**config.mk**
```make
export PLATFORM = sky130hd
export DESIGN_NAME = pooled_linked_list_manager_unit
export DESIGN_NICKNAME = d
export VERILOG_FILES = /design/src/sv/pllm_pkg.sv /design/src/sv/pllm_ram.sv /design/src/sv/pllm_ctrl.sv /design/src/sv/pllm_dpath.sv /design/src/sv/pooled_linked_list_manager_unit.sv
export SDC_FILE = /design/constraint.sdc
export NUM_CORES = 1
export LEC_CHECK = 0
export BUFFER_PORTS_ARGS = -buffer_cell sky130_fd_sc_hd__clkbuf_2
export CELL_PAD_IN_SITES_DETAIL_PLACEMENT = 1
export CELL_PAD_IN_SITES_GLOBAL_PLACEMENT = 1
export CORE_MARGIN = 1
export CORE_UTILIZATION = 44
export CTS_CLUSTER_DIAMETER = 60
export DETAILED_ROUTE_END_ITERATION = 10
export HOLD_SLACK_MARGIN = 0.08
export PLACE_DENSITY_LB_ADDON = 0.1
export SLEW_MARGIN = 20
export SYNTH_ARGS = -nofsm -noshare
export SYNTH_HDL_FRONTEND = slang
export SYNTH_HIERARCHICAL = 1
export SYNTH_SLANG_ARGS = --single-unit
```
**constraint.sdc**
```tcl
create_clock -name clock -period 4 [get_ports clock]
set_input_delay 0.4 -clock clock [delete_from_list [all_inputs] [get_ports clock]]
set_output_delay 0.4 -clock clock [all_outputs]
set_load 0.01 [all_outputs]
```
**src/sv/pllm_pkg.sv**
```systemverilog
package pllm_pkg;

   // Defaults for the top level parameters.
   localparam int NODE_COUNT_DEF = 16;
   localparam int DATA_WIDTH_DEF = 32;

   // Fixed field widths.
   localparam int MODE_W   = 2;
   localparam int STATUS_W = 2;

   // Operation codes carried in the mode field.
   localparam logic [MODE_W-1:0] MODE_PUSH  = 2'd0;
   localparam logic [MODE_W-1:0] MODE_ERASE = 2'd1;
   localparam logic [MODE_W-1:0] MODE_CLEAR = 2'd2;

   // Response status codes.
   localparam logic [STATUS_W-1:0] ST_OK       = 2'd0;
   localparam logic [STATUS_W-1:0] ST_NOMEM    = 2'd1;
   localparam logic [STATUS_W-1:0] ST_NOTFOUND = 2'd2;

   typedef enum logic [3:0] {
      S_INIT,
      S_IDLE,
      S_PUSH_START,
      S_PUSH_LINK,
      S_ERASE_WALK,
      S_ERASE_UNLINK,
      S_ERASE_FREE,
      S_CLEAR_START,
      S_CLEAR_WALK,
      S_DONE
   } ctl_state_type;

   typedef enum logic [3:0] {
      CMD_NONE,
      CMD_INIT_WR,
      CMD_ACCEPT,
      CMD_NOMEM,
      CMD_PUSH_READ,
      CMD_PUSH_LINK,
      CMD_ERASE_STEP,
      CMD_ERASE_HIT,
      CMD_ERASE_MISS,
      CMD_ERASE_UNLINK,
      CMD_ERASE_FREE,
      CMD_CLEAR_READ,
      CMD_CLEAR_STEP,
      CMD_CLEAR_SPLICE,
      CMD_RESPOND
   } dp_cmd_type;

   typedef struct packed {
      logic init_last;
      logic pool_empty;
      logic list_empty;
      logic walk_hit;
      logic walk_more;
      logic clear_more;
      logic out_free;
   } dp_status_type;

endpackage

```
**src/sv/pllm_ram.sv**
```systemverilog
module pllm_ram #(
   parameter int WIDTH = 8,
   parameter int DEPTH = 16,
   localparam int AW = (DEPTH > 1) ? $clog2(DEPTH) : 1
) (
   input  logic             clock,
   input  logic             wr_en,
   input  logic [AW-1:0]    wr_addr,
   input  logic [WIDTH-1:0] wr_data,
   input  logic [AW-1:0]    rd_addr,
   output logic [WIDTH-1:0] rd_data
);

   logic [WIDTH-1:0] mem [DEPTH];

   always_ff @(posedge clock) begin
      if (wr_en) begin
         mem[wr_addr] <= wr_data;
      end
      rd_data <= mem[rd_addr];
   end

endmodule

```
**src/sv/pllm_ctrl.sv**
```systemverilog
module pllm_ctrl (
   input  logic                          clock,
   input  logic                          reset,
   input  logic                          req_tvalid,
   input  logic [pllm_pkg::MODE_W-1:0]   req_mode,
   input  pllm_pkg::dp_status_type       status,
   output pllm_pkg::dp_cmd_type          cmd,
   output logic                          req_tready
);

   import pllm_pkg::*;

   ctl_state_type state_ff;
   ctl_state_type state_in;

   always_ff @(posedge clock) begin
      if (reset) begin
         state_ff <= S_INIT;
      end else begin
         state_ff <= state_in;
      end
   end

   always_comb begin
      state_in = state_ff;
      case (state_ff)
         S_INIT: begin
            if (status.init_last) state_in = S_IDLE;
         end
         S_IDLE: begin
            if (req_tvalid) begin
               case (req_mode)
                  MODE_PUSH:  state_in = S_PUSH_START;
                  MODE_ERASE: state_in = S_ERASE_WALK;
                  MODE_CLEAR: state_in = S_CLEAR_START;
                  default:    state_in = S_DONE;
               endcase
            end
         end
         S_PUSH_START: begin
            state_in = status.pool_empty ? S_DONE : S_PUSH_LINK;
         end
         S_PUSH_LINK: state_in = S_DONE;
         S_ERASE_WALK: begin
            if (status.walk_hit) begin
               state_in = S_ERASE_UNLINK;
            end else if (!status.walk_more) begin
               state_in = S_DONE;
            end
         end
         S_ERASE_UNLINK: state_in = S_ERASE_FREE;
         S_ERASE_FREE:   state_in = S_DONE;
         S_CLEAR_START: begin
            state_in = status.list_empty ? S_DONE : S_CLEAR_WALK;
         end
         S_CLEAR_WALK: begin
            if (!status.clear_more) state_in = S_DONE;
         end
         S_DONE: begin
            if (status.out_free) state_in = S_IDLE;
         end
         default: state_in = S_INIT;
      endcase
   end

   always_comb begin
      cmd        = CMD_NONE;
      req_tready = 1'b0;
      case (state_ff)
         S_INIT: cmd = CMD_INIT_WR;
         S_IDLE: begin
            req_tready = 1'b1;
            if (req_tvalid) cmd = CMD_ACCEPT;
         end
         S_PUSH_START: cmd = status.pool_empty ? CMD_NOMEM : CMD_PUSH_READ;
         S_PUSH_LINK:  cmd = CMD_PUSH_LINK;
         S_ERASE_WALK: begin
            if (status.walk_hit) begin
               cmd = CMD_ERASE_HIT;
            end else if (status.walk_more) begin
               cmd = CMD_ERASE_STEP;
            end else begin
               cmd = CMD_ERASE_MISS;
            end
         end
         S_ERASE_UNLINK: cmd = CMD_ERASE_UNLINK;
         S_ERASE_FREE:   cmd = CMD_ERASE_FREE;
         S_CLEAR_START:  cmd = status.list_empty ? CMD_NONE : CMD_CLEAR_READ;
         S_CLEAR_WALK:   cmd = status.clear_more ? CMD_CLEAR_STEP : CMD_CLEAR_SPLICE;
         S_DONE: begin
            if (status.out_free) cmd = CMD_RESPOND;
         end
         default: cmd = CMD_NONE;
      endcase
   end

endmodule

```
**src/sv/pllm_dpath.sv**
```systemverilog
module pllm_dpath #(
   parameter int NODE_COUNT = 16,
   parameter int DATA_WIDTH = 32,
   localparam int NW = (NODE_COUNT > 1) ? $clog2(NODE_COUNT) : 1,
   localparam int CW = $clog2(NODE_COUNT + 1)
) (
   input  logic                            clock,
   input  logic                            reset,
   input  pllm_pkg::dp_cmd_type            cmd,
   output pllm_pkg::dp_status_type         status,
   input  logic [DATA_WIDTH-1:0]           req_value,
   input  logic [NW-1:0]                   req_node_index,
   input  logic                            rsp_tready,
   output logic                            rsp_valid,
   output logic [pllm_pkg::STATUS_W-1:0]   rsp_status,
   output logic [CW-1:0]                   rsp_result_node,
   output logic [CW-1:0]                   rsp_list_size,
   output logic [CW-1:0]                   rsp_free_size
);

   import pllm_pkg::*;

   localparam logic [CW-1:0] NONE = CW'(NODE_COUNT);

   // Control state, initialised by reset.
   logic [CW-1:0] list_head_ff, list_head_in;
   logic [CW-1:0] pool_head_ff, pool_head_in;
   logic [CW-1:0] list_count_ff, list_count_in;
   logic [CW-1:0] pool_count_ff, pool_count_in;
   logic [NW-1:0] init_idx_ff, init_idx_in;
   logic          rsp_valid_ff, rsp_valid_in;

   // Working registers of the current request.
   logic [CW-1:0]         cur_ff, cur_in;
   logic [CW-1:0]         prev_ff, prev_in;
   logic [CW-1:0]         steps_ff, steps_in;
   logic                  use_rd_ff, use_rd_in;
   logic [NW-1:0]         target_ff, target_in;
   logic [DATA_WIDTH-1:0] value_ff, value_in;
   logic [STATUS_W-1:0]   res_status_ff, res_status_in;
   logic [CW-1:0]         res_node_ff, res_node_in;

   // Output register.
   logic [STATUS_W-1:0] out_status_ff, out_status_in;
   logic [CW-1:0]       out_node_ff, out_node_in;
   logic [CW-1:0]       out_list_ff, out_list_in;
   logic [CW-1:0]       out_free_ff, out_free_in;

   // Link memory and payload memory ports.
   logic          link_wr_en;
   logic [NW-1:0] link_wr_addr;
   logic [CW-1:0] link_wr_data;
   logic [NW-1:0] link_rd_addr;
   logic [CW-1:0] link_rd_data;
   logic          pay_wr_en;

   logic [CW-1:0] cur_now;
   logic [CW-1:0] target_ext;

   pllm_ram #(
      .WIDTH (CW),
      .DEPTH (NODE_COUNT)
   ) u_link_ram (
      .clock   (clock),
      .wr_en   (link_wr_en),
      .wr_addr (link_wr_addr),
      .wr_data (link_wr_data),
      .rd_addr (link_rd_addr),
      .rd_data (link_rd_data)
   );

   pllm_ram #(
      .WIDTH (DATA_WIDTH),
      .DEPTH (NODE_COUNT)
   ) u_payload_ram (
      .clock   (clock),
      .wr_en   (pay_wr_en),
      .wr_addr (pool_head_ff[NW-1:0]),
      .wr_data (value_ff),
      .rd_addr ('0),
      .rd_data ()
   );

   // During an erase walk the node under test is the link just read, except
   // in the first cycle, where it is the list head captured at accept.
   assign cur_now    = use_rd_ff ? link_rd_data : cur_ff;
   assign target_ext = CW'(target_ff);

   always_comb begin
      status.init_last  = (init_idx_ff == NW'(NODE_COUNT - 1));
      status.pool_empty = !(pool_head_ff < NONE);
      status.list_empty = !(list_head_ff < NONE);
      status.walk_hit   = (cur_now == target_ext) && (target_ext < NONE);
      status.walk_more  = (cur_now < NONE) && (cur_now != target_ext) && (steps_ff < NONE);
      status.clear_more = (link_rd_data < NONE) && (steps_ff < NONE);
      status.out_free   = !rsp_valid_ff || rsp_tready;
   end

   always_comb begin
      list_head_in  = list_head_ff;
      pool_head_in  = pool_head_ff;
      list_count_in = list_count_ff;
      pool_count_in = pool_count_ff;
      init_idx_in   = init_idx_ff;
      rsp_valid_in  = rsp_valid_ff && !rsp_tready;
      cur_in        = cur_ff;
      prev_in       = prev_ff;
      steps_in      = steps_ff;
      use_rd_in     = use_rd_ff;
      target_in     = target_ff;
      value_in      = value_ff;
      res_status_in = res_status_ff;
      res_node_in   = res_node_ff;
      out_status_in = out_status_ff;
      out_node_in   = out_node_ff;
      out_list_in   = out_list_ff;
      out_free_in   = out_free_ff;
      link_wr_en    = 1'b0;
      link_wr_addr  = '0;
      link_wr_data  = '0;
      link_rd_addr  = '0;
      pay_wr_en     = 1'b0;

      case (cmd)
         CMD_INIT_WR: begin
            // Node i links to i-1; node 0 ends the chain.
            link_wr_en   = 1'b1;
            link_wr_addr = init_idx_ff;
            link_wr_data = (init_idx_ff == '0) ? NONE : CW'(init_idx_ff) - CW'(1);
            init_idx_in  = init_idx_ff + NW'(1);
         end
         CMD_ACCEPT: begin
            target_in     = req_node_index;
            value_in      = req_value;
            cur_in        = list_head_ff;
            prev_in       = NONE;
            steps_in      = '0;
            use_rd_in     = 1'b0;
            res_status_in = ST_OK;
            res_node_in   = NONE;
         end
         CMD_NOMEM: res_status_in = ST_NOMEM;
         CMD_PUSH_READ: link_rd_addr = pool_head_ff[NW-1:0];
         CMD_PUSH_LINK: begin
            link_wr_en    = 1'b1;
            link_wr_addr  = pool_head_ff[NW-1:0];
            link_wr_data  = list_head_ff;
            pay_wr_en     = 1'b1;
            pool_head_in  = link_rd_data;
            list_head_in  = pool_head_ff;
            list_count_in = list_count_ff + CW'(1);
            if (pool_count_ff != '0) pool_count_in = pool_count_ff - CW'(1);
            res_node_in   = pool_head_ff;
         end
         CMD_ERASE_STEP: begin
            link_rd_addr = cur_now[NW-1:0];
            prev_in      = cur_now;
            steps_in     = steps_ff + CW'(1);
            use_rd_in    = 1'b1;
         end
         CMD_ERASE_HIT: link_rd_addr = target_ff;
         CMD_ERASE_MISS: res_status_in = ST_NOTFOUND;
         CMD_ERASE_UNLINK: begin
            res_node_in = link_rd_data;
            if (prev_ff < NONE) begin
               link_wr_en   = 1'b1;
               link_wr_addr = prev_ff[NW-1:0];
               link_wr_data = link_rd_data;
            end else begin
               list_head_in = link_rd_data;
            end
         end
         CMD_ERASE_FREE: begin
            link_wr_en    = 1'b1;
            link_wr_addr  = target_ff;
            link_wr_data  = pool_head_ff;
            pool_head_in  = target_ext;
            if (list_count_ff != '0) list_count_in = list_count_ff - CW'(1);
            pool_count_in = pool_count_ff + CW'(1);
         end
         CMD_CLEAR_READ: begin
            link_rd_addr = list_head_ff[NW-1:0];
            cur_in       = list_head_ff;
            steps_in     = '0;
         end
         CMD_CLEAR_STEP: begin
            link_rd_addr = link_rd_data[NW-1:0];
            cur_in       = link_rd_data;
            steps_in     = steps_ff + CW'(1);
         end
         CMD_CLEAR_SPLICE: begin
            // cur_ff is the tail: hang the free stack behind it.
            link_wr_en    = 1'b1;
            link_wr_addr  = cur_ff[NW-1:0];
            link_wr_data  = pool_head_ff;
            pool_head_in  = list_head_ff;
            list_head_in  = NONE;
            pool_count_in = pool_count_ff + list_count_ff;
            list_count_in = '0;
         end
         CMD_RESPOND: begin
            rsp_valid_in  = 1'b1;
            out_status_in = res_status_ff;
            out_node_in   = res_node_ff;
            out_list_in   = list_count_ff;
            out_free_in   = pool_count_ff;
         end
         default: begin
         end
      endcase
   end

   always_ff @(posedge clock) begin
      if (reset) begin
         list_head_ff  <= NONE;
         pool_head_ff  <= CW'(NODE_COUNT - 1);
         list_count_ff <= '0;
         pool_count_ff <= NONE;
         init_idx_ff   <= '0;
         rsp_valid_ff  <= 1'b0;
      end else begin
         list_head_ff  <= list_head_in;
         pool_head_ff  <= pool_head_in;
         list_count_ff <= list_count_in;
         pool_count_ff <= pool_count_in;
         init_idx_ff   <= init_idx_in;
         rsp_valid_ff  <= rsp_valid_in;
      end
   end

   always_ff @(posedge clock) begin
      cur_ff        <= cur_in;
      prev_ff       <= prev_in;
      steps_ff      <= steps_in;
      use_rd_ff     <= use_rd_in;
      target_ff     <= target_in;
      value_ff      <= value_in;
      res_status_ff <= res_status_in;
      res_node_ff   <= res_node_in;
      out_status_ff <= out_status_in;
      out_node_ff   <= out_node_in;
      out_list_ff   <= out_list_in;
      out_free_ff   <= out_free_in;
   end

   assign rsp_valid       = rsp_valid_ff;
   assign rsp_status      = out_status_ff;
   assign rsp_result_node = out_node_ff;
   assign rsp_list_size   = out_list_ff;
   assign rsp_free_size   = out_free_ff;

endmodule

```
**src/sv/pooled_linked_list_manager_unit.sv**
```systemverilog
// An erase walks the list from its head towards the target node, and a clear
// walks the whole list to its tail; each step is a read of link memory.
// Throughput: one request at a time; the next is accepted the cycle after the
// previous response is loaded into the output register.
// Reset: synchronous, active high; afterwards a pass over every node rebuilds
// the free chain in link memory, and req_tready stays low until it is done.
module pooled_linked_list_manager_unit #(
   parameter int NODE_COUNT = pllm_pkg::NODE_COUNT_DEF,
   parameter int DATA_WIDTH = pllm_pkg::DATA_WIDTH_DEF,
   localparam int NW     = (NODE_COUNT > 1) ? $clog2(NODE_COUNT) : 1,
   localparam int CW     = $clog2(NODE_COUNT + 1),
   localparam int REQ_W  = pllm_pkg::MODE_W + DATA_WIDTH + NW,
   localparam int REQ_TW = ((REQ_W + 7) / 8) * 8,
   localparam int RSP_W  = pllm_pkg::STATUS_W + 3 * CW,
   localparam int RSP_TW = ((RSP_W + 7) / 8) * 8
) (
   input  logic              clock,
   input  logic              reset,
   // Request channel.
   input  logic              req_tvalid,
   output logic              req_tready,
   // req_tdata, lowest bits first: mode, value, node_index, zero fill.
   input  logic [REQ_TW-1:0] req_tdata,
   // Response channel.
   output logic              rsp_tvalid,
   input  logic              rsp_tready,
   // rsp_tdata, lowest bits first: status, result_node, list_size,
   // free_size, zero fill.
   output logic [RSP_TW-1:0] rsp_tdata
);

   import pllm_pkg::*;

   // The block keeps one singly linked list and a free stack in a shared
   // pool of nodes. The link of every node sits in a small memory with a
   // registered read, so walks advance one node per cycle. The controller
   // sequences each request; the datapath holds the heads, the counters,
   // the walk registers and the output register.

   logic [MODE_W-1:0]     req_mode;
   logic [DATA_WIDTH-1:0] req_value;
   logic [NW-1:0]         req_node_index;

   logic [STATUS_W-1:0] rsp_status;
   logic [CW-1:0]       rsp_result_node;
   logic [CW-1:0]       rsp_list_size;
   logic [CW-1:0]       rsp_free_size;

   dp_cmd_type    cmd;
   dp_status_type status;

   // Unpack the request fields.
   assign req_mode       = req_tdata[MODE_W-1:0];
   assign req_value      = req_tdata[MODE_W +: DATA_WIDTH];
   assign req_node_index = req_tdata[MODE_W + DATA_WIDTH +: NW];

   pllm_ctrl u_ctrl (
      .clock      (clock),
      .reset      (reset),
      .req_tvalid (req_tvalid),
      .req_mode   (req_mode),
      .status     (status),
      .cmd        (cmd),
      .req_tready (req_tready)
   );

   pllm_dpath #(
      .NODE_COUNT (NODE_COUNT),
      .DATA_WIDTH (DATA_WIDTH)
   ) u_dpath (
      .clock           (clock),
      .reset           (reset),
      .cmd             (cmd),
      .status          (status),
      .req_value       (req_value),
      .req_node_index  (req_node_index),
      .rsp_tready      (rsp_tready),
      .rsp_valid       (rsp_tvalid),
      .rsp_status      (rsp_status),
      .rsp_result_node (rsp_result_node),
      .rsp_list_size   (rsp_list_size),
      .rsp_free_size   (rsp_free_size)
   );

   // Pack the response fields; the upper bits fill with zeros.
   assign rsp_tdata = RSP_TW'({rsp_free_size, rsp_list_size, rsp_result_node, rsp_status});

endmodule

```
==> out/metrics.cfg, run 1 <==
[worst_hold_path]
min_from=req_tdata[37]
worstHoldPathType=input port to flip-flop

[placed_design]
dp_hpwl_um=14800
place.port_buffers=28
gp_congestion=0.925

[sta]
min_period_ps=4320
fin_worst_skew_ps=14.8
report.final.slew_viol_count=0
finalSetupViolations=154
min_period_over_period_pct=108
fmax_ghz=0.232
hold_ws_ps=135
finalSetupTns_ps=-25380
worst_slew_pin_slew_ps=860
rsz0062_at_grt=true
slew_headroom_pct=42.0
postLayoutSetupSlackWorst_ps=-320
hold_viol=0

[power_and_ir_drop]
peakVddDrop_uv=325
p_leak_nw=3.97
p_per_area_nw_per_um2=368
finalPower_mw=3.89

[floorplan]
fp.dieArea_sq_um=17600
initial_utilization_pct=45.2
die_x_um=133
die_h_um=133
rows=47
io_pins=70
core_region_area_sq_um=16600

[routing]
finalWirelength_um=24100
wl_per_cell_um=23.2
avgViaCountPerCell=5.78
drc=0
dr_total_vias=6022
ant_nets=0
dr.pass1.iters=6
drt_iter0_markers=363

[grt]
grt.met1_usage_pct=31.0
grt_usage_pct=27.6
use_met2_pct=49.6
antenna_found_initial=1
grt-busiest-layer=met2
grt_pass1_vias=6280
grtUsageMet3_pct=4.98
grt_max_degree=22
grt_pass1_wl_um=35600
gr-total-overflow=0

[job]
maxCapViolCount=0

[synth]
synth_edf_count=124
synth_area_sq_um=7500
ys_ff_latch=158
synth-simple-area-share_pct=13.6
synth_top_cells_by_area=edfxtp_1, dfxtp_1, mux4_2
synth_adder_area_share_pct=2.87
synthCells=610
yosys-top-cells-count=edfxtp_1, nor2_1, nand2_1
yosysMostFrequentCell=edfxtp_1
synthMuxAreaShare_pct=8.12
yosysSeqAreaShare_pct=58.7
synth_top_family_by_area=simple AND/OR/NAND/NOR gates
synth_compound_area_share_pct=10.9
synth_top_area_share_pct=49.6
synthFlopType=edfxtp_1
ys_warn_count=6
avgSynthCellArea_sq_um=12.3
ys_types=70
yosysTopAreaCell=edfxtp_1
synthArstFlopShare_pct=0
synth_xor_area_share_pct=1.87

[finish]
fill_cells=1631
layout-drive-gt1-share_pct=45.2
syn_to_final_growth_pct=40.8
nets=867
finish.utilization_pct=63.7

[worst_setup_path]
critPathMaxStageDelay_ps=540
worstPathCellList=mux2i_2, xnor2_1, nor4_2, buf_4, and2_4, nor2_2, nor3_2, a31oi_2, o22ai_2, buf_6, and4bb_2, buf_4, nand2_1, nand4_1, or3b_4, nor3_4, buf_6
crit_family=simple AND/OR/NAND/NOR gates
crit_buf_inv=4
critPathLaunchType=flip-flop
end_kind=flip-flop
cp.arrival_ps=4480
r2r_start=u_dpath/use_rd_ff
cp.required_ps=4160
critPathLaunch=u_dpath/use_rd_ff
cp_slowest_cell=edfxtp_1
cp_max_fo=8
critPathKind=flip-flop to flip-flop

[clock_network]
clk_pin_slew_ps=70
clockBufferDepth=2
clock_sinks=158
holdBufCountCts=0
h-tree-depth=4
cts_inserted_buffers=17
cts_tree=done
insertion_delay_ps=440
cts_root_buffer=clkbuf_16

[run_status]
violations=setup timing
status=complete, but fails checks

[final cells by class]
type                    count  area [sq um]  area share, %
clock inverters            15           204           1.93
clock buffers              17           425           4.03
repair buffers            207          1790           16.9
inverters                  19          71.3          0.675
flip-flops and latches    158          4400           41.7
diodes                      1          2.50         0.0237
well taps                 220           275           2.61
multi-input cells         404          3390           32.1
[where the power goes]
part	leakage [nW]	switching (mW)	internal (mW)
logic	2.24	0.181	0.137
clock network	0.300	0.763	0.957
registers	1.43	0.0195	1.83
[per-layer routing]
layer,share of wire [%],wire (um),vias to the layer above
met5,0,0,-
met4,3.9,944,0
met3,3.9,931,71
met2,54,13000,200
met1,38,9240,3067
li1,-,-,2684
[registers in the layout, summed over array words and instances, names as in the netlist, 4 cells and up]
| register | count |
|---|---|
| u_dpath/u_link_ram/mem | 80 |
| u_dpath/cur_ff | 5 |
| u_dpath/list_count_ff | 5 |
| u_dpath/list_head_ff | 5 |
| u_dpath/pool_count_ff | 5 |
| u_dpath/pool_head_ff | 5 |
| u_dpath/prev_ff | 5 |
| u_dpath/res_node_ff | 5 |
| u_dpath/rsp_free_size | 5 |
| u_dpath/rsp_list_size | 5 |
| u_dpath/rsp_result_node | 5 |
| u_dpath/steps_ff | 5 |
| u_dpath/u_link_ram/rd_data | 5 |
| u_ctrl/state_ff | 4 |
| u_dpath/init_idx_ff | 4 |
| u_dpath/target_ff | 4 |
[per-stage QoR]
step | cells | setup WS (ps) | area (sq um)
global placement | 953 | -313 | 8710
global route | 1040 | -461 | 10600
detailed placement | 953 | -403 | 8710
CTS | 1021 | -160 | 10200
floorplan | 616 | -43.6 | 7530
finish | 1041 | -320 | 10600
[path summary, 6_finish.rpt]
| kind | slack, ps | end | cells after the start |
|---|---|---|---|
| worst min register to register | 420 | u_dpath/rsp_result_node[3] | 0 |
| worst max register to register | -320 | u_dpath/u_link_ram/mem[0][2] | 17 |
| worst max-delay path | -320 | u_dpath/u_link_ram/mem[0][2] | 17 |
| worst min-delay path | 130 | u_dpath/target_ff[3] | 1 |
[cells in the final DEF (no fill, tap or decap), types with 5 or more instances in the layout]
cell	count
nor2_1	45
xnor2_1	10
clkbuf_16	17
ha_1	11
nand2b_4	6
nand4_1	7
nor2_4	16
nand3_1	13
dfxtp_1	34
o21ai_0	24
mux2_2	7
a22oi_2	8
mux4_2	20
nand2b_1	6
nand2_2	7
nand2_1	48
buf_4	123
a21oi_1	19
a21oi_2	5
or3_1	5
edfxtp_1	124
a22oi_1	5
nor3_1	5
inv_1	16
nor3_4	5
nand3_2	6
buf_6	45
xor2_1	6
buf_12	8
a31oi_1	6
conb_1	7
clkbuf_2	28
nor2b_1	7
[kinds of logic (layout without fill, tap and decap cells)]
kind of cell | count (synthesis) | after routing
buffers and inverters | 54 | 258
adder cells (fa/ha/maj) | 16 | 16
flip-flops | 158 | 158
other | 1 | 8
AND/OR/NAND/NOR | 210 | 210
AO/OA/AOI/OAI | 120 | 120
multiplexers | 35 | 35
XOR/XNOR | 16 | 16
[worst register-to-register path: cells and delay by family, from the launching register on]
| kind | cells | cell delay [ps] |
|---|---|---|
| compound gates | 2 | 300 |
| xor+xnor | 1 | 120 |
| buf+inv | 4 | 680 |
| flops | 1 | 540 |
| mux | 1 | 340 |
| simple gates | 9 | 2070 |
[repair_timing]
item	CTS	global route
endpoints found under the hold margin	0	0
gates cloned	5	1
setup endpoints to repair	130	182
buffers inserted	31	22
pin swaps	44	29
resized for setup	139	57
Power figures use the tool's default switching activity.
==> run 2: changes to the inputs <==
--- a/config.mk
+++ b/config.mk
@@ -5,7 +5,7 @@
 export SDC_FILE = /design/constraint.sdc
 export NUM_CORES = 1
 export LEC_CHECK = 0
-export BUFFER_PORTS_ARGS = -buffer_cell sky130_fd_sc_hd__clkbuf_2
+export BUFFER_PORTS_ARGS = -buffer_cell sky130_fd_sc_hd__buf_4
 export CELL_PAD_IN_SITES_DETAIL_PLACEMENT = 1
 export CELL_PAD_IN_SITES_GLOBAL_PLACEMENT = 1
 export CORE_MARGIN = 1
==> out/metrics.cfg, run 2 (synthesis gave the netlist of run 1 again) <==
[clock_network]
insertion_delay_ps=440  ; about the same
cts_tree=done
cts_inserted_buffers=17  ; unchanged
h-tree-depth=4  ; unchanged
clockBufferDepth=2  ; unchanged
clock_sinks=158  ; unchanged
clk_pin_slew_ps=70  ; about the same
holdBufCountCts=0  ; unchanged
cts_root_buffer=clkbuf_16

[grt]
grt_pass1_wl_um=36500  ; +2.3%
grt_usage_pct=28.1  ; +0.59 points
grt_pass1_vias=6263  ; -0.27%
gr-total-overflow=0  ; unchanged
grt_max_degree=22  ; unchanged
antenna_found_initial=0  ; -1

[power_and_ir_drop]
clkPwrFrac_pct=41.5  ; -2.8 points
swShare_pct=24.8  ; about the same
p_leak_nw=4.00  ; +0.59%
peakVddDrop_uv=335  ; +3.0%
power_frac_comb_pct=8.2  ; about the same
internal_power_mw=2.76  ; -5.4%
p_per_area_nw_per_um2=343  ; -6.8%
pwr-share-seq_pct=50.3  ; +2.7 points
switchingPower_mw=0.913  ; -5.3%

[routing]
dr_total_vias=6178  ; +2.6%
avgViaCountPerCell=5.93  ; +2.5%
ant_nets=0  ; unchanged
dr.pass1.iters=5  ; -1
wl_per_cell_um=24.8  ; +6.7%
drc=0  ; unchanged
finalWirelength_um=25800  ; +6.8%
drt_iter0_markers=416  ; +15%

[worst_setup_path]
crit_buf_inv=8  ; +4
critPathCapture=u_dpath/u_link_ram/mem[3][1]
end_kind=flip-flop
r2r_start=u_dpath/use_rd_ff
worstPathCellList=buf_6, buf_6, mux2i_4, xnor2_2, nor4_2, buf_4, and2_4, nor2_2, nor3_2, a31oi_2, o22ai_2, buf_6, and4bb_1, buf_6, buf_4, buf_6, a21o_4, or3_4, or3b_4, buf_4, nor2_4
cp.required_ps=4210  ; +50 ps
critPathKind=flip-flop to flip-flop
critPathLaunchType=flip-flop
crit_family=simple AND/OR/NAND/NOR gates
crit_path_frequent_cell=buf_6
cp_max_fo=8  ; unchanged
cp_slowest_cell=edfxtp_1
reg2reg_to=u_dpath/u_link_ram/mem[3][1]
cp.depth=21  ; +4
critPathMaxStageDelay_ps=460  ; -80 ps
cp.arrival_ps=4590  ; +110 ps
critPathLaunch=u_dpath/use_rd_ff
r2r_slack_ps=-390  ; -70 ps
r2r_cells=21  ; +4

[finish]
mostFrequentLayoutCells=buf_4, edfxtp_1, nand2_1
n_antenna_cell=0  ; -1
syn_to_final_growth_pct=42.9
layout_commonest_cell=buf_4
layout-drive-gt1-share_pct=46.8  ; +1.6 points
nets=869  ; +0.23%
fill_cells=1654  ; +1.4%
largest_reg_flops=80  ; unchanged
regMostFlops=u_dpath/u_link_ram/mem
final_area_sq_um=10700  ; +1.5%

[sta]
finalSetupViolations=164  ; +6.5%
fin_worst_skew_ps=10.7  ; -4.15 ps
rsz0062_at_grt=true
report.final.slew_viol_count=0  ; unchanged
postLayoutSetupSlackWorst_ps=-387  ; -67.5 ps
worst_slew_pin_slew_ps=677  ; -183 ps
hold_ws_ps=138  ; +3.69 ps
finalSetupTns_ps=-38860  ; -13,480 ps
slew_headroom_pct=54.8  ; +13 points
min_period_over_period_pct=110  ; +1.7 points
hold_viol=0  ; unchanged
min_period_ps=4390  ; +67.5 ps
fmax_ghz=0.228  ; -1.5%

[run_status]
status=complete, but fails checks
violations=setup timing

[placed_design]
place.port_buffers=28  ; unchanged
dp_hpwl_um=15200  ; +3.0%
dp_slack_ps=-437  ; -34.5 ps
dpl_cell_area_sq_um=8760  ; +0.55%
gp_congestion=0.931  ; +0.59%

[floorplan]
fp.dieArea_sq_um=17600  ; unchanged
die_x_um=133  ; unchanged
core_region_area_sq_um=16600  ; unchanged
initial_utilization_pct=45.2  ; unchanged
io_pins=70  ; unchanged
die_h_um=133  ; unchanged
rows=47  ; unchanged

[worst_hold_path]
worstHoldPathType=input port to flip-flop

[job]
maxCapViolCount=0  ; unchanged

run 2: power groups by stage:
stage	clock (mW)	sequential [mW]	combinational (mW)
3_5_place_dp	0	1.88	0.214
3_3_place_gp	0	1.88	0.203
2_1_floorplan	0	1.88	0.0990
4_1_cts	1.52	1.85	0.275
5_1_grt	1.60	1.85	0.319
6_report	1.52	1.85	0.303
run 2: per-layer routing:
metal / vias to the layer above / track usage [%] / wire length [um] / share of wire [%]
met4: 0 / 14.5 / 1270 / 4.9
met3: 97 / 4.10 / 1080 / 4.2
met5: - / 0 / 0 / 0
met2: 235 / 50.9 / 13600 / 53
met1: 3148 / 32.3 / 9890 / 38
li1: 2698 / - / - / -
run 2: how the worst min path moves through the flow:
stage | start | to | depth (start not counted)
global placement | u_dpath/res_node_ff[3] | u_dpath/rsp_result_node[3] | 0
global route | req_tdata[35] | u_dpath/target_ff[1] | 1
detailed placement | u_dpath/res_status_ff[1] | u_dpath/rsp_status[1] | 0
CTS | req_tdata[35] | u_dpath/target_ff[1] | 1
floorplan | u_dpath/res_node_ff[0] | u_dpath/rsp_result_node[0] | 0
finish | req_tdata[35] | u_dpath/target_ff[1] | 1
run 2: cell type report:
cell class	count	area [sq um]	share of cell area, %
clock buffer	19	433	4.04
clock inverter	13	106	0.992
inverter	19	71.3	0.665
multi-input combinational	404	3540	33.0
sequential	158	4400	41.1
tap	220	275	2.57
timing repair buffer	209	1890	17.7
run 2: through the flow:
step / total power [mW] / instances / utilization (%)
after global placement: 2.08 / 950 / 52.8
after CTS: 3.65 / 1023 / 62.3
final: 3.68 / 1042 / 64.6
after detailed placement: 2.10 / 950 / 52.8
after global routing: 3.77 / 1042 / 64.6
after floorplan: 1.98 / 616 / -
run 2: timing repair:
item / 4_1_cts / 5_1_grt
setup endpoints to repair: 153 / 189
gates cloned: 6 / 0
setup buffers: 37 / 26
pin swaps: 52 / 44
resized for setup: 167 / 60
==> run 3: changes to the inputs <==
--- a/config.mk
+++ b/config.mk
@@ -12,6 +12,7 @@
 export CORE_UTILIZATION = 44
 export CTS_CLUSTER_DIAMETER = 60
 export DETAILED_ROUTE_END_ITERATION = 10
+export GPL_ROUTABILITY_DRIVEN = 1
 export HOLD_SLACK_MARGIN = 0.08
 export PLACE_DENSITY_LB_ADDON = 0.1
 export SLEW_MARGIN = 20
==> constraint.sdc (replaced) <==
create_clock -name clock -period 4 [get_ports clock]
set_input_delay 0.2 -clock clock [delete_from_list [all_inputs] [get_ports clock]]
set_output_delay 0.2 -clock clock [all_outputs]
set_load 0.01 [all_outputs]
==> out/metrics.cfg, run 3 (synthesis gave the netlist of run 1 again) <==
[routing]
dr_total_vias=6125  ; -0.86%
avgViaCountPerCell=5.89  ; -0.67%
wl_per_cell_um=25.0  ; +1.2%
finalWirelength_um=26000  ; +0.99%
ant_nets=0  ; unchanged
wl_met3_um=1080  ; +0.28%
top_layer_used=met4
drc=0  ; unchanged
drt_iter0_markers=503  ; +21%
wl_met2_um=14000  ; +3.0%
dr.pass1.iters=6  ; +1
wl_met1_um=9940  ; +0.55%

[clock_network]
h-tree-depth=4  ; unchanged
cts_root_buffer=clkbuf_16
cts_tree=done
clock_sinks=158  ; unchanged
clockBufferDepth=2  ; unchanged
cts_inserted_buffers=17  ; unchanged
clk_pin_slew_ps=70  ; about the same
insertion_delay_ps=440  ; about the same

[worst_setup_path]
end_kind=flip-flop
cp_max_fo=6  ; -2
critPathCapture=u_dpath/u_link_ram/mem[0][0]
critPathMaxStageDelay_ps=520  ; +60 ps
r2r_slack_ps=-320  ; +60 ps
crit_family=simple AND/OR/NAND/NOR gates
r2r_cells=19  ; -9.5%
critPathLaunch=u_dpath/use_rd_ff
crit_buf_inv=4  ; -4
cp.depth=19  ; -9.5%
worstPathCellList=mux2i_2, xnor2_1, nor4_2, buf_4, and2_4, nor2_4, nor3_2, a31oi_2, o22ai_2, buf_6, buf_6, and2b_2, nand2_2, nor2_4, nand2_1, nand4_1, or3b_4, nor3_2, buf_4
critPathLaunchType=flip-flop
cp.required_ps=4150  ; -60 ps
r2r_start=u_dpath/use_rd_ff
critPathKind=flip-flop to flip-flop
cp_slowest_cell=edfxtp_1
reg2reg_to=u_dpath/u_link_ram/mem[0][0]
cp.arrival_ps=4470  ; -120 ps

[grt]
gr-total-overflow=0  ; unchanged
grt_max_degree=22  ; unchanged
antenna_found_initial=0  ; unchanged
grt_pass1_vias=6241  ; -0.35%
grt_usage_pct=27.8  ; -0.38 points
grt_pass1_wl_um=36300  ; -0.51%

[sta]
finalSetupViolations=163  ; -0.61%
rsz0062_at_grt=true
slew_headroom_pct=51.6  ; -3.2 points
hold_viol=0  ; unchanged
min_period_over_period_pct=108  ; -1.6 points
postLayoutSetupSlackWorst_ps=-324  ; +63.0 ps
fmax_ghz=0.231  ; +1.5%
report.final.slew_viol_count=0  ; unchanged
worst_slew_pin_slew_ps=718  ; +41.6 ps
finalSetupTns_ps=-26550  ; +12,310 ps
fin_worst_skew_ps=15.0  ; +4.35 ps
min_period_ps=4320  ; -63.0 ps

[run_status]
violations=setup timing
status=complete, but fails checks

[finish]
regMostFlops=u_dpath/u_link_ram/mem
multiInputGateArea_sq_um=3470  ; -1.8%
final_area_sq_um=10700  ; -0.34%
layout_commonest_cell=buf_4
syn_to_final_growth_pct=42.5
fill_cells=1627  ; -1.6%
finish.utilization_pct=64.4  ; -0.22 points
nets=867  ; -0.23%
regArea_sq_um=4400  ; unchanged
layout-drive-gt1-share_pct=45.9  ; -0.98 points
n_antenna_cell=0  ; unchanged
mostFrequentLayoutCells=buf_4, edfxtp_1, buf_6, nand2_1, nor2_1
largest_reg_flops=80  ; unchanged

[floorplan]
io_pins=70  ; unchanged
die_x_um=133  ; unchanged
die_h_um=133  ; unchanged
rows=47  ; unchanged
core_region_area_sq_um=16600  ; unchanged
fp.dieArea_sq_um=17600  ; unchanged
initial_utilization_pct=45.2  ; unchanged

[worst_hold_path]
worstHoldPathType=input port to flip-flop

[placed_design]
place.port_buffers=28  ; unchanged
dp_hpwl_um=15500  ; +1.8%
dpl_cell_area_sq_um=8750  ; about the same
dp_slack_ps=-730  ; -293 ps
gp_congestion=0.909  ; -2.4%

[power_and_ir_drop]
peakVddDrop_uv=356  ; +6.5%
p_per_area_nw_per_um2=349  ; +1.6%
p_leak_nw=3.97  ; -0.59%

[job]
maxCapViolCount=0  ; unchanged

## run 3: cell count changes in the layout (fill, tap and decap cells not counted), sizes merged
cell         delta
clkbuf          +2
bufinv          +1
clkinv          -1
dlygate4sd3     +4
inv             -1
buf             -7
## run 3: worst min-delay path by stage
| stage | to | startpoint | slack, ps | cells after the start |
|---|---|---|---|---|
| 2_1_floorplan | u_ctrl/state_ff[2] | reset | 270 | 1 |
| 3_3_place_gp | u_dpath/target_ff[1] | req_tdata[35] | 380 | 1 |
| 3_5_place_dp | u_dpath/target_ff[1] | req_tdata[35] | 380 | 1 |
| 4_1_cts | u_dpath/init_idx_ff[2] | reset | 100 | 2 |
| 5_1_grt | u_dpath/init_idx_ff[3] | reset | 140 | 2 |
| 6_report | u_dpath/init_idx_ff[2] | reset | 110 | 2 |
## run 3: per-layer routing
metal  vias to the layer above  track usage, %
met5                         -               0
met4                         0            11.2
met3                        77            4.79
met2                       238            51.1
met1                      3123            31.9
li1                       2687               -
## run 3: final cells by class
type	count	area share (%)
Clock inverter	12	1.03
Sequential cell	158	41.2
Tap cell	220	2.58
Multi-Input combinational cell	404	32.5
Timing Repair Buffer	207	17.9
Clock buffer	20	4.09
Inverter	19	0.668
## run 3: stage by stage
stage                     total power [mW]  instances  hold WS [ps]
final                                 3.72       1040           112
after global routing                  3.81       1040           135
after CTS                             3.68       1002           103
after detailed placement              2.10        948           379
after global placement                2.09        948           378
after floorplan                       1.98        616           269
## run 3: repair_timing
action,in CTS,in global routing
hold buffers,4,0
resized for setup,119,103
hold endpoints to repair,4,0
pin swaps,36,44
endpoints found under the setup margin,189,188
buffers inserted,16,39
cloned,3,3
## run 3: report_power, final
part	internal (mW)	switching, mW	leakage (nW)
Combinational	0.144	0.180	2.28
Clock	0.862	0.688	0.267
Sequential	1.83	0.0210	1.43
